### src/rtl/rmts_pkg.sv
// Shared types and constants for the rate-monotonic tick scheduler.
// Used by rmts_slot_eval and rate_monotonic_tick_scheduler; no dependencies.
package rmts_pkg;

  localparam int TIME_W = 32;
  localparam int WORD_W = 16;

  // Request action codes; the unused code behaves as a tick
  localparam logic [1:0] ACT_LOAD  = 2'd0;
  localparam logic [1:0] ACT_START = 2'd1;
  localparam logic [1:0] ACT_TICK  = 2'd2;

  typedef struct packed {
    logic [1:0]        action;
    logic [3:0]        task_index;
    logic [WORD_W-1:0] task_period;
    logic [WORD_W-1:0] task_cost;
    logic [WORD_W-1:0] task_offset;
  } req_t;

  typedef struct packed {
    logic              busy_res;
    logic [3:0]        running_task;
    logic              job_finished;
    logic [TIME_W-1:0] time_now;
  } res_t;

  // One slot entry of the task table
  typedef struct packed {
    logic [WORD_W-1:0] period;
    logic [WORD_W-1:0] cost;
    logic [WORD_W-1:0] offset;
    logic [TIME_W-1:0] next_release;
    logic [WORD_W-1:0] work_done;
  } slot_word_t;

  // Outcome of evaluating one slot during a tick scan
  typedef struct packed {
    logic release_job;
    logic take;
  } slot_eval_t;

endpackage

### src/rtl/rmts_slot_eval.sv
// Per-slot release test and priority compare, shared across the scan.
// Depends on rmts_pkg.
module rmts_slot_eval import rmts_pkg::*; (
  input  slot_word_t        entry,
  input  logic              valid_bit,
  input  logic              ready_bit,
  input  logic [TIME_W-1:0] cur_time,
  input  logic              have,
  input  logic [WORD_W-1:0] best_period,
  output slot_eval_t        ev
);

  logic [TIME_W-1:0] diff;
  logic              due;
  logic              cand;

  // due when the release is at or before now under wrap-around
  assign diff = cur_time - entry.next_release;
  assign due  = !diff[TIME_W-1];

  assign ev.release_job = valid_bit && !ready_bit && due;
  assign cand           = valid_bit && (ready_bit || ev.release_job);
  // strict compare keeps the lower index on ties
  assign ev.take        = cand && (!have || (entry.period < best_period));

endmodule

### src/rtl/rate_monotonic_tick_scheduler.sv
// Rate-monotonic tick scheduler.
// Request channel (req_valid/req_ready/req) takes one of: load a task slot,
// start the schedule, or one time tick. Response channel (res_valid/res_ready/
// res) returns exactly one result per request, in order.
// A tick scans the slot table once, one slot per cycle through a single
// read port and one shared compare unit (release test and period compare),
// then updates the picked job in the finish state. The block takes one
// request at a time; req_ready is high only while it is idle, so a new
// request waits until the last one's result is in the output register.
// A finished result sits in the output register; when the receiver stalls the
// block holds the next result internally and stays busy until res is taken.
// Reset clears slot valid bits, ready jobs, time and the output register;
// the slot table itself is not cleared, and only valid slots are ever used.
// Depends on rmts_pkg and rmts_slot_eval.
module rate_monotonic_tick_scheduler import rmts_pkg::*; #(
  parameter int MAX_TASKS = 16
) (
  input  logic clk,
  input  logic rst,
  input  logic req_valid,
  output logic req_ready,
  input  req_t req,
  output logic res_valid,
  input  logic res_ready,
  output res_t res
);

  localparam int AW = (MAX_TASKS > 1) ? $clog2(MAX_TASKS) : 1;
  localparam int CW = $clog2(MAX_TASKS + 1);

  typedef enum logic [3:0] {
    S_IDLE   = 4'b0001,
    S_SCAN   = 4'b0010,
    S_FINISH = 4'b0100,
    S_EMIT   = 4'b1000
  } state_t;

  state_t                 state;
  logic                   mode_start;
  logic [CW-1:0]          cnt;
  logic                   eval_vld;
  logic [AW-1:0]          eval_idx;
  logic [MAX_TASKS-1:0]   slot_valid;
  logic [MAX_TASKS-1:0]   job_ready;
  logic [TIME_W-1:0]      cur_time;
  logic                   have;
  logic [AW-1:0]          pick;
  slot_word_t             best;
  res_t                   result;

  slot_word_t             mem [MAX_TASKS];
  slot_word_t             rdata;
  logic [AW-1:0]          raddr;
  logic                   we;
  logic [AW-1:0]          waddr;
  slot_word_t             wdata;

  logic [AW+3:0]          ld_wide;
  logic [AW-1:0]          ld_addr;
  logic                   ld_in_range;
  logic [AW+3:0]          pick_wide;
  logic                   accept;

  slot_eval_t             ev;
  slot_word_t             released;
  logic [WORD_W-1:0]      wd_inc;
  logic                   fin;

  assign req_ready   = (state == S_IDLE);
  assign accept      = req_valid && req_ready;
  assign ld_wide     = (AW+4)'(req.task_index);
  assign ld_addr     = ld_wide[AW-1:0];
  assign ld_in_range = ld_wide < (AW+4)'(MAX_TASKS);
  assign pick_wide   = (AW+4)'(pick);
  assign raddr       = (cnt < CW'(MAX_TASKS)) ? cnt[AW-1:0] : '0;

  rmts_slot_eval u_eval (
    .entry       (rdata),
    .valid_bit   (slot_valid[eval_idx]),
    .ready_bit   (job_ready[eval_idx]),
    .cur_time    (cur_time),
    .have        (have),
    .best_period (best.period),
    .ev          (ev)
  );

  always_comb begin
    released           = rdata;
    released.work_done = '0;
  end

  // finishing step for the picked job
  assign wd_inc = (best.work_done == {WORD_W{1'b1}}) ? best.work_done
                                                     : best.work_done + 1'b1;
  assign fin    = wd_inc >= best.cost;

  // table write port
  always_comb begin
    we    = 1'b0;
    waddr = eval_idx;
    wdata = rdata;
    case (state)
      S_IDLE: begin
        if (accept && req.action == ACT_LOAD && ld_in_range) begin
          we                 = 1'b1;
          waddr              = ld_addr;
          wdata.period       = req.task_period;
          wdata.cost         = req.task_cost;
          wdata.offset       = req.task_offset;
          wdata.next_release = TIME_W'(req.task_offset);
          wdata.work_done    = '0;
        end
      end
      S_SCAN: begin
        if (eval_vld) begin
          if (mode_start) begin
            we                 = 1'b1;
            wdata.next_release = TIME_W'(rdata.offset);
            wdata.work_done    = '0;
          end else if (ev.release_job) begin
            we    = 1'b1;
            wdata = released;
          end
        end
      end
      S_FINISH: begin
        if (have) begin
          we    = 1'b1;
          waddr = pick;
          wdata = best;
          if (fin) begin
            wdata.work_done    = '0;
            wdata.next_release = best.next_release + TIME_W'(best.period);
          end else begin
            wdata.work_done = wd_inc;
          end
        end
      end
      default: begin
        we = 1'b0;
      end
    endcase
  end

  always_ff @(posedge clk) begin
    if (we) begin
      mem[waddr] <= wdata;
    end
    rdata <= mem[raddr];
  end

  always_ff @(posedge clk) begin
    if (rst) begin
      state      <= S_IDLE;
      mode_start <= 1'b0;
      cnt        <= '0;
      eval_vld   <= 1'b0;
      eval_idx   <= '0;
      slot_valid <= '0;
      job_ready  <= '0;
      cur_time   <= '0;
      have       <= 1'b0;
      pick       <= '0;
      best       <= '0;
      result     <= '0;
      res_valid  <= 1'b0;
      res        <= '0;
    end else begin
      // S_EMIT refills the output register itself
      if (res_valid && res_ready && state != S_EMIT) begin
        res_valid <= 1'b0;
      end
      case (state)
        S_IDLE: begin
          if (accept) begin
            cnt  <= '0;
            have <= 1'b0;
            case (req.action)
              ACT_LOAD: begin
                if (ld_in_range) begin
                  slot_valid[ld_addr] <= 1'b1;
                  job_ready[ld_addr]  <= 1'b0;
                end
                result <= {1'b0, 4'd0, 1'b0, cur_time};
                state  <= S_EMIT;
              end
              ACT_START: begin
                cur_time   <= '0;
                job_ready  <= '0;
                mode_start <= 1'b1;
                state      <= S_SCAN;
              end
              default: begin
                mode_start <= 1'b0;
                state      <= S_SCAN;
              end
            endcase
          end
        end
        S_SCAN: begin
          if (cnt < CW'(MAX_TASKS)) begin
            cnt      <= cnt + 1'b1;
            eval_vld <= 1'b1;
            eval_idx <= cnt[AW-1:0];
          end else begin
            eval_vld <= 1'b0;
          end
          if (eval_vld) begin
            if (!mode_start) begin
              if (ev.release_job) begin
                job_ready[eval_idx] <= 1'b1;
              end
              if (ev.take) begin
                have <= 1'b1;
                pick <= eval_idx;
                best <= ev.release_job ? released : rdata;
              end
            end
            if (eval_idx == AW'(MAX_TASKS - 1)) begin
              if (mode_start) begin
                result <= {1'b0, 4'd0, 1'b0, cur_time};
                state  <= S_EMIT;
              end else begin
                state <= S_FINISH;
              end
            end
          end
        end
        S_FINISH: begin
          result   <= {have, have ? pick_wide[3:0] : 4'd0, have && fin, cur_time};
          cur_time <= cur_time + 1'b1;
          if (have && fin) begin
            job_ready[pick] <= 1'b0;
          end
          state <= S_EMIT;
        end
        S_EMIT: begin
          if (!res_valid || res_ready) begin
            res_valid <= 1'b1;
            res       <= result;
            state     <= S_IDLE;
          end
        end
        default: begin
          state <= S_IDLE;
        end
      endcase
    end
  end

  // a finished job leaves the ready set
  a_fin_clears_ready: assert property (@(posedge clk) disable iff (rst)
    (state == S_FINISH && have && fin) |=> !job_ready[$past(pick)])
    else $error("finished job still ready");

  // every tick advances time by exactly one
  a_tick_advances_time: assert property (@(posedge clk) disable iff (rst)
    (state == S_FINISH) |=> (cur_time == $past(cur_time) + 1'b1))
    else $error("time did not advance on tick");

  // only ready, valid slots can be picked
  a_pick_is_ready: assert property (@(posedge clk) disable iff (rst)
    (state == S_FINISH && have) |-> (job_ready[pick] && slot_valid[pick]))
    else $error("picked slot not ready");

  // a result never claims completion without a running task
  a_fin_needs_busy: assert property (@(posedge clk) disable iff (rst)
    res_valid |-> (!res.job_finished || res.busy_res))
    else $error("finished flag without busy");

  // no new request while a result is still being produced
  a_one_at_a_time: assert property (@(posedge clk) disable iff (rst)
    (req_valid && req_ready) |=> !req_ready)
    else $error("request accepted while busy");

endmodule
### config.mk
export PLATFORM = sky130hd
export DESIGN_NAME = rate_monotonic_tick_scheduler
export DESIGN_NICKNAME = d
export VERILOG_FILES = /design/src/rtl/rmts_pkg.sv /design/src/rtl/rmts_slot_eval.sv /design/src/rtl/rate_monotonic_tick_scheduler.sv
export SDC_FILE = /design/constraint.sdc
export NUM_CORES = 2
export LEC_CHECK = 0
export BUFFER_PORTS_ARGS = -buffer_cell sky130_fd_sc_hd__buf_4
export CORE_AREA = 2 2 397 399
export CTS_CLUSTER_DIAMETER = 50
export CTS_CLUSTER_SIZE = 40
export DETAILED_ROUTE_END_ITERATION = 10
export DIE_AREA = 0 0 399 401
export PLACE_DENSITY = 0.71
export SYNTH_ARGS = -nofsm -noshare
export SYNTH_HDL_FRONTEND = slang
export SYNTH_SLANG_ARGS = --single-unit
### constraint.sdc
create_clock -name clk -period 17.32 [get_ports clk]
set_clock_uncertainty 0.1 [all_clocks]
set_input_delay 0 -clock clk [delete_from_list [all_inputs] [get_ports clk]]
set_output_delay 0 -clock clk [all_outputs]
set_load 0.01 [all_outputs]
Yosys cells after proc, flatten, opt, wreduce, memory -nomap -nowiden
Memory sizes are Yosys's and may differ from the RTL's. A register that Yosys moved wholly into a read port is not among the register bits.
Cells that the tools add are included.
{ "op_classes": {"addsub": 5, "order_cmp": 10, "eq_ne": 22, "n_mux": 69, "n_bitwise": 8, "n_reduce_logical": 35} }
{ "op_table": {"columns": ["op", "n"], "rows": [
  ["$pmux W96 S3", 1],
  ["$mux W96", 2],
  ["$mux W38", 5],
  ["$mux W16", 9],
  ["$pmux W38 S3", 1],
  ["$mux W32", 3],
  ["$mux W48", 2],
  ["$pmux W32 S2", 1],
  ["$pmux W16 S3", 1],
  ["$mux W4", 10],
  ["$add A32 B1 Y32 const B", 1],
  ["$add A32 B16 Y32", 1],
  ["$and A16 B16 Y16", 2],
  ["$not A16 Y16", 2],
  ["$or A16 B16 Y16", 2],
  ["$pmux W16 S2", 1],
  ["$sub A32 B32 Y32", 1],
  ["$lt A4 B5 Y1 const B", 4],
  ["$mux W1", 20],
  ["$add A16 B1 Y16 const B", 1],
  ["$eq A16 B16 Y1 const B", 1],
  ["$ge A16 B16 Y1", 1],
  ["$lt A16 B16 Y1", 1],
  ["$ne A2 B2 Y1 const B", 8],
  ["33 further kinds", 68]
]} }
{ "totals": {"reg_bits": 257, "ram_bits": 1536, "word_cells": 174, "mem_count": 1} }
{ "mem_list": {"columns": ["memory", "words", "width", "read_ports", "rd_ports_with_merged_regs", "write_ports", "line", "source"], "rows": [
  ["mem", 16, 96, 1, 1, 1, "rate_monotonic_tick_scheduler.sv:51", "slot_word_t mem [MAX_TASKS];"]
]} }

Logic depth before layout (Yosys ltp)
{ "depth": {"word_depth": 12, "mapped_depth": 18} }

Modules after synthesis
Synthesis repeated with hierarchy kept, for this count alone.
{ "hier_totals": {"cells_unflattened": 5537, "area_unflattened_um2": 76682.3} }
{ "modules_own_cells": {"columns": ["mod", "n_inst", "cells_per_inst", "area_per_inst_um2", "seq_area_each_um2"], "rows": [
  ["rate_monotonic_tick_scheduler", 1, 5368, 75474.9, 53191.0],
  ["rmts_slot_eval", 1, 169, 1207.4, 0.0]
]} }

Worst setup path before layout
No wires, ideal clock.
{ "synth_path": {"kind": "register to register", "startpoint": "reg rdata[31] (netlist name)", "endpoint": "mem mem[15][0] (netlist name) (enable)", "setup_time_ns": 0.820, "arrival_time_ns": 12.348, "setup_slack_ns": 4.052, "path_stages_with_launch": 11, "n_path_buf": 1, "period_less_slack_ns": 13.268, "path_cell_list": "dfxtp_1 -> inv_1 -> ha_1 -> nand4_1 -> or4_1 -> or2_2 -> o311a_1 -> nand2_1 -> a21boi_1 -> buf_2 -> nor4b_1"} }
{ "synth_between": {"elab_chain_len": 9} }
{ "synth_rtl": {"columns": ["element", "line", "source"], "rows": [
  ["$sub A32 B32 Y32", "rmts_slot_eval.sv:18", "assign diff = cur_time - entry.next_release;"],
  ["$logic_not A1 Y1", "rmts_slot_eval.sv:19", "assign due = !diff[TIME_W-1];"],
  ["$logic_and A1 B1 Y1", "rmts_slot_eval.sv:21", "assign ev.release_job = valid_bit && !ready_bit && due;"],
  ["$mux W1", "rate_monotonic_tick_scheduler.sv:120", "end else if (ev.release_job) begin"],
  ["$mux W1", "rate_monotonic_tick_scheduler.sv:116", "if (mode_start) begin"],
  ["$mux W1", "rate_monotonic_tick_scheduler.sv:115", "if (eval_vld) begin"],
  ["$pmux W1 S3", "rate_monotonic_tick_scheduler.sv:102", "case (state)"],
  ["$mux W1", "rate_monotonic_tick_scheduler.sv:146", "if (we) begin"],
  ["$mux W1 (not written as such)", "rate_monotonic_tick_scheduler.sv:147", "mem[waddr] <= wdata;"],
  ["end: declaration", "rate_monotonic_tick_scheduler.sv:51", null]
]} }
Every way passes these cells.

Worst setup path in the final report
{ "layout_path": {"startpoint": "reg rdata[31] (netlist name)", "endpoint": "mem mem[13][3] (netlist name) (enable)"} }
{ "layout_between": {"elab_chain_len": 9} }
{ "layout_rtl": {"columns": ["element", "line"], "rows": [
  ["$sub A32 B32 Y32", "rmts_slot_eval.sv:18"],
  ["$logic_not A1 Y1", "rmts_slot_eval.sv:19"],
  ["$logic_and A1 B1 Y1", "rmts_slot_eval.sv:21"],
  ["$mux W1", "rate_monotonic_tick_scheduler.sv:120"],
  ["$mux W1", "rate_monotonic_tick_scheduler.sv:116"],
  ["$mux W1", "rate_monotonic_tick_scheduler.sv:115"],
  ["$pmux W1 S3", "rate_monotonic_tick_scheduler.sv:102"],
  ["$mux W1", "rate_monotonic_tick_scheduler.sv:146"],
  ["$mux W1 (not written as such)", "rate_monotonic_tick_scheduler.sv:147"]
]} }
Every way passes these cells.

==> results.toml <==
[outcome]
status = "finished, final reports clean"

[detailed_routing]
post_drt_via_cell_ratio = 6.297
route.detailed.drc = 0
drt_wl_total_um = 208100
vias = 48464
ant_nets = 0
drt_iter0_drc = 6329
first_pass_iters = 6
wl_per_cell_um = 27.03

[sta]
setup_slack_ns = 11.55
fmax_mhz = 173.2
final_max_slew_viol_count = 0
final.setup.tns_ns = 0
hold_viol = 0
period_needed_ns = 5.774
setup_viol = 0
rsz0062_at_grt = "false"
slew-limit-headroom = 0.04288
worstMarginPinSlew_ns = 1.430
finalCritPeriodShare = 0.3334

[critical_path]
cpMaxStageDelayCell = "buf_4"
path_common_cell = "buf_4"
crit_type = "reg -> reg"
cp-start-kind = "register"
cp_max_fo = 50
cp.arrival_ns = 6.08
end_kind = "register"
slowest_delay_ns = 0.90
required_ns = 17.63
crit_chain = "inv_1 > ha_1 > nand4_1 > or4_1 > or2_2 > o311a_1 > nand2_1 > a21boi_4 > buf_4 > nor2_4 > buf_4 > buf_4"

[clocking]
numCtsBuffers = 144
cts.sinks = 1889
clkSlewWorstSetupHoldPaths_ns = 0.08
cts_tree = "done"
cts_buffer_depth = 3
htreeDepth = 4
clockRootBuffer = "clkbuf_16"
clock_latency_ns = 0.81
ctsResizeCount = 0

[die]
start_util = 0.4965
ios = 98
dieWidth_um = 399
rows = 145
die_area_mm2 = 0.1600
core_area_mm2 = 0.1557
die_height_um = 401

[place]
dp_cells = 7364
place_worst_setup_slack_ns = 11.58
place_congestion = 0.9143
dp_hpwl_um = 116400
io_buffer_count = 97

[global_route]
grt_pass1_wl_um = 307500
grt_pass1_vias = 46892
grt_overflow_total = 0
antenna_found_initial = 10
track_usage = 0.2557
grt_start_max_net_pins = 153

[hold_path]
hold_path.class = "in -> reg"

[finish]
drive_above_1_share = 0.1612
num_antenna_cells = 0
fin_cells = 7696
syn_to_final_growth_pct = 11.52
ff_latch_area_mm2 = 0.05321
num-fill-cells = 12194
multi_input_area_mm2 = 0.02237
final_nets = 5655

[synth]
synth_edf_count = 1536
netlist_area_mm2 = 0.07728
synth_top_area_share = 0.5968
synth_flop_cell = "edfxtp_1"
synth_warnings = 0
synth.ff_latch_count = 1889
synth.largest_area_cell = "edfxtp_1"
syn_nets = 5619
synth_seq_area_share = 0.6883
yosysUniqueCellTypes = 74
async_reset_ff_frac = 0
yosys-top-cells-area = "edfxtp_1, dfxtp_1, mux2_2, mux2i_1, a21oi_1"
syn_area_per_cell_um2 = 14.10
synthCells = 5480

[pwr]
pwr_density_cell_mw_per_mm2 = 141.5
ir_worst_vdd_mv = 0.1309
leakage_nw = 29.16

[run]
cap_violations = 0
[through the flow]
stage               area (um2)    util  hold WS (ns)  total power, W
detailed placement       80290  0.5158        0.1339        0.008584
CTS                      86190  0.5537       0.01271         0.01219
global placement         80290  0.5158        0.1247        0.008521
floorplan                77280       -     -0.003389        0.007552
global route             86190  0.5537       0.07323         0.01257
finish                   86190  0.5537       0.09585         0.01220
[cells in the final DEF, fill, tap and decap left out, drive strengths merged, types with 24 or more instances in the layout]
cell / instances
inv: 181
a21oi: 537
nand2b: 199
dfxtp: 353
buf: 207
a211oi: 25
dlygate4sd3: 64
xnor2: 32
nor2: 93
ha: 80
clkinv: 39
mux2i: 294
xor2: 29
nand3: 25
o21ai: 390
nand2: 343
nor3: 38
a32o: 96
edfxtp: 1536
a31oi: 24
clkbuf: 159
a22oi: 104
a222oi: 63
mux2: 384
a221oi: 98
[routing by layer]
layer | share of wire | track usage | vias to the layer above
li1 | - | - | 21124
met1 | 0.41 | 0.3709 | 24453
met2 | 0.46 | 0.3942 | 2530
met3 | 0.10 | 0.04583 | 353
met4 | 0.029 | 0.07591 | 4
met5 | 0.00010 | 0 | -
[flip-flops by register name, summed over array words and instances (netlist names)]
signal      cells
mode_start      1
pick            4
best           96
cur_time       32
eval_idx        4
eval_vld        1
job_ready      16
result         38
res            38
have            1
res_valid       1
state           4
cnt             5
rdata          96
mem          1536
slot_valid     16
[path summary, 6_finish.rpt]
check                                             from                     to  slack, ns  cells past startpoint
worst max-delay path                 rdata[31]$_DFF_P_   mem[13][3]$_DFFE_PP_      11.55                     12
worst min-delay path                           req[11]  mem[11][59]$_DFFE_PP_        0.1                      3
worst max register to register       rdata[31]$_DFF_P_   mem[13][3]$_DFFE_PP_      11.55                     12
worst min register to register  result[5]$_SDFFE_PP0P_    res[5]$_SDFFE_PP0P_       0.35                      2
[power breakdown]
part	total, W	internal (W)	switching (W)
sequential	0.00626	0.00607	0.000191
clock	0.00365	0.00184	0.00181
combinational	0.00229	0.000548	0.00174
total	0.0122	0.00846	0.00374
[area by class of cell]
class	instances	area share
clock buffer	159	0.04392
clock inverter	109	0.01712
inverter	127	0.005531
multi-input combinational	3083	0.2595
sequential	1889	0.6173
tap	2058	0.02988
timing repair buffer	271	0.02671
[cells in the mapped netlist (24+ instances only)]
cell,count
a211oi_1,25
a21oi_1,537
a221oi_1,97
a222oi_1,63
a22oi_1,104
a31oi_1,24
a32o_1,96
buf_1,61
clkbuf_1,299
dfxtp_1,353
edfxtp_1,1536
ha_1,80
inv_1,126
mux2_2,384
mux2i_1,294
nand2_1,342
nand2b_1,199
nand3_1,25
nor2_1,93
nor3_1,38
o21ai_0,389
xnor2_1,32
xor2_1,29
[critical path: cells and delay by family, from the launching register on]
| family | cells | cell delay [ns] |
|---|---|---|
| and+or+nand+nor | 5 | 1.99 |
| AOI/OAI and AO/OA | 2 | 0.49 |
| adders and majority gates | 1 | 0.29 |
| buffers and inverters | 4 | 2.08 |
| DFF | 1 | 0.37 |
[logic make-up after synthesis]
| family | share of synthesized area |
|---|---|
| DFF | 0.6883 |
| xor gates and xnor gates | 0.006913 |
| and+or+nand+nor | 0.05271 |
| AOI/OAI and AO/OA | 0.1165 |
| buffers and inverters | 0.02547 |
| adders and majority gates | 0.01321 |
| muxes | 0.09695 |
[repair_timing]
| action | in CTS | in global routing |
|---|---|---|
| hold buffers | 64 | 0 |
| setup endpoints to repair | 0 | 0 |
| hold endpoints to repair | 1076 | 0 |
| buffers inserted | 0 | 0 |
No activity file was read; power rests on OpenSTA's default activity.
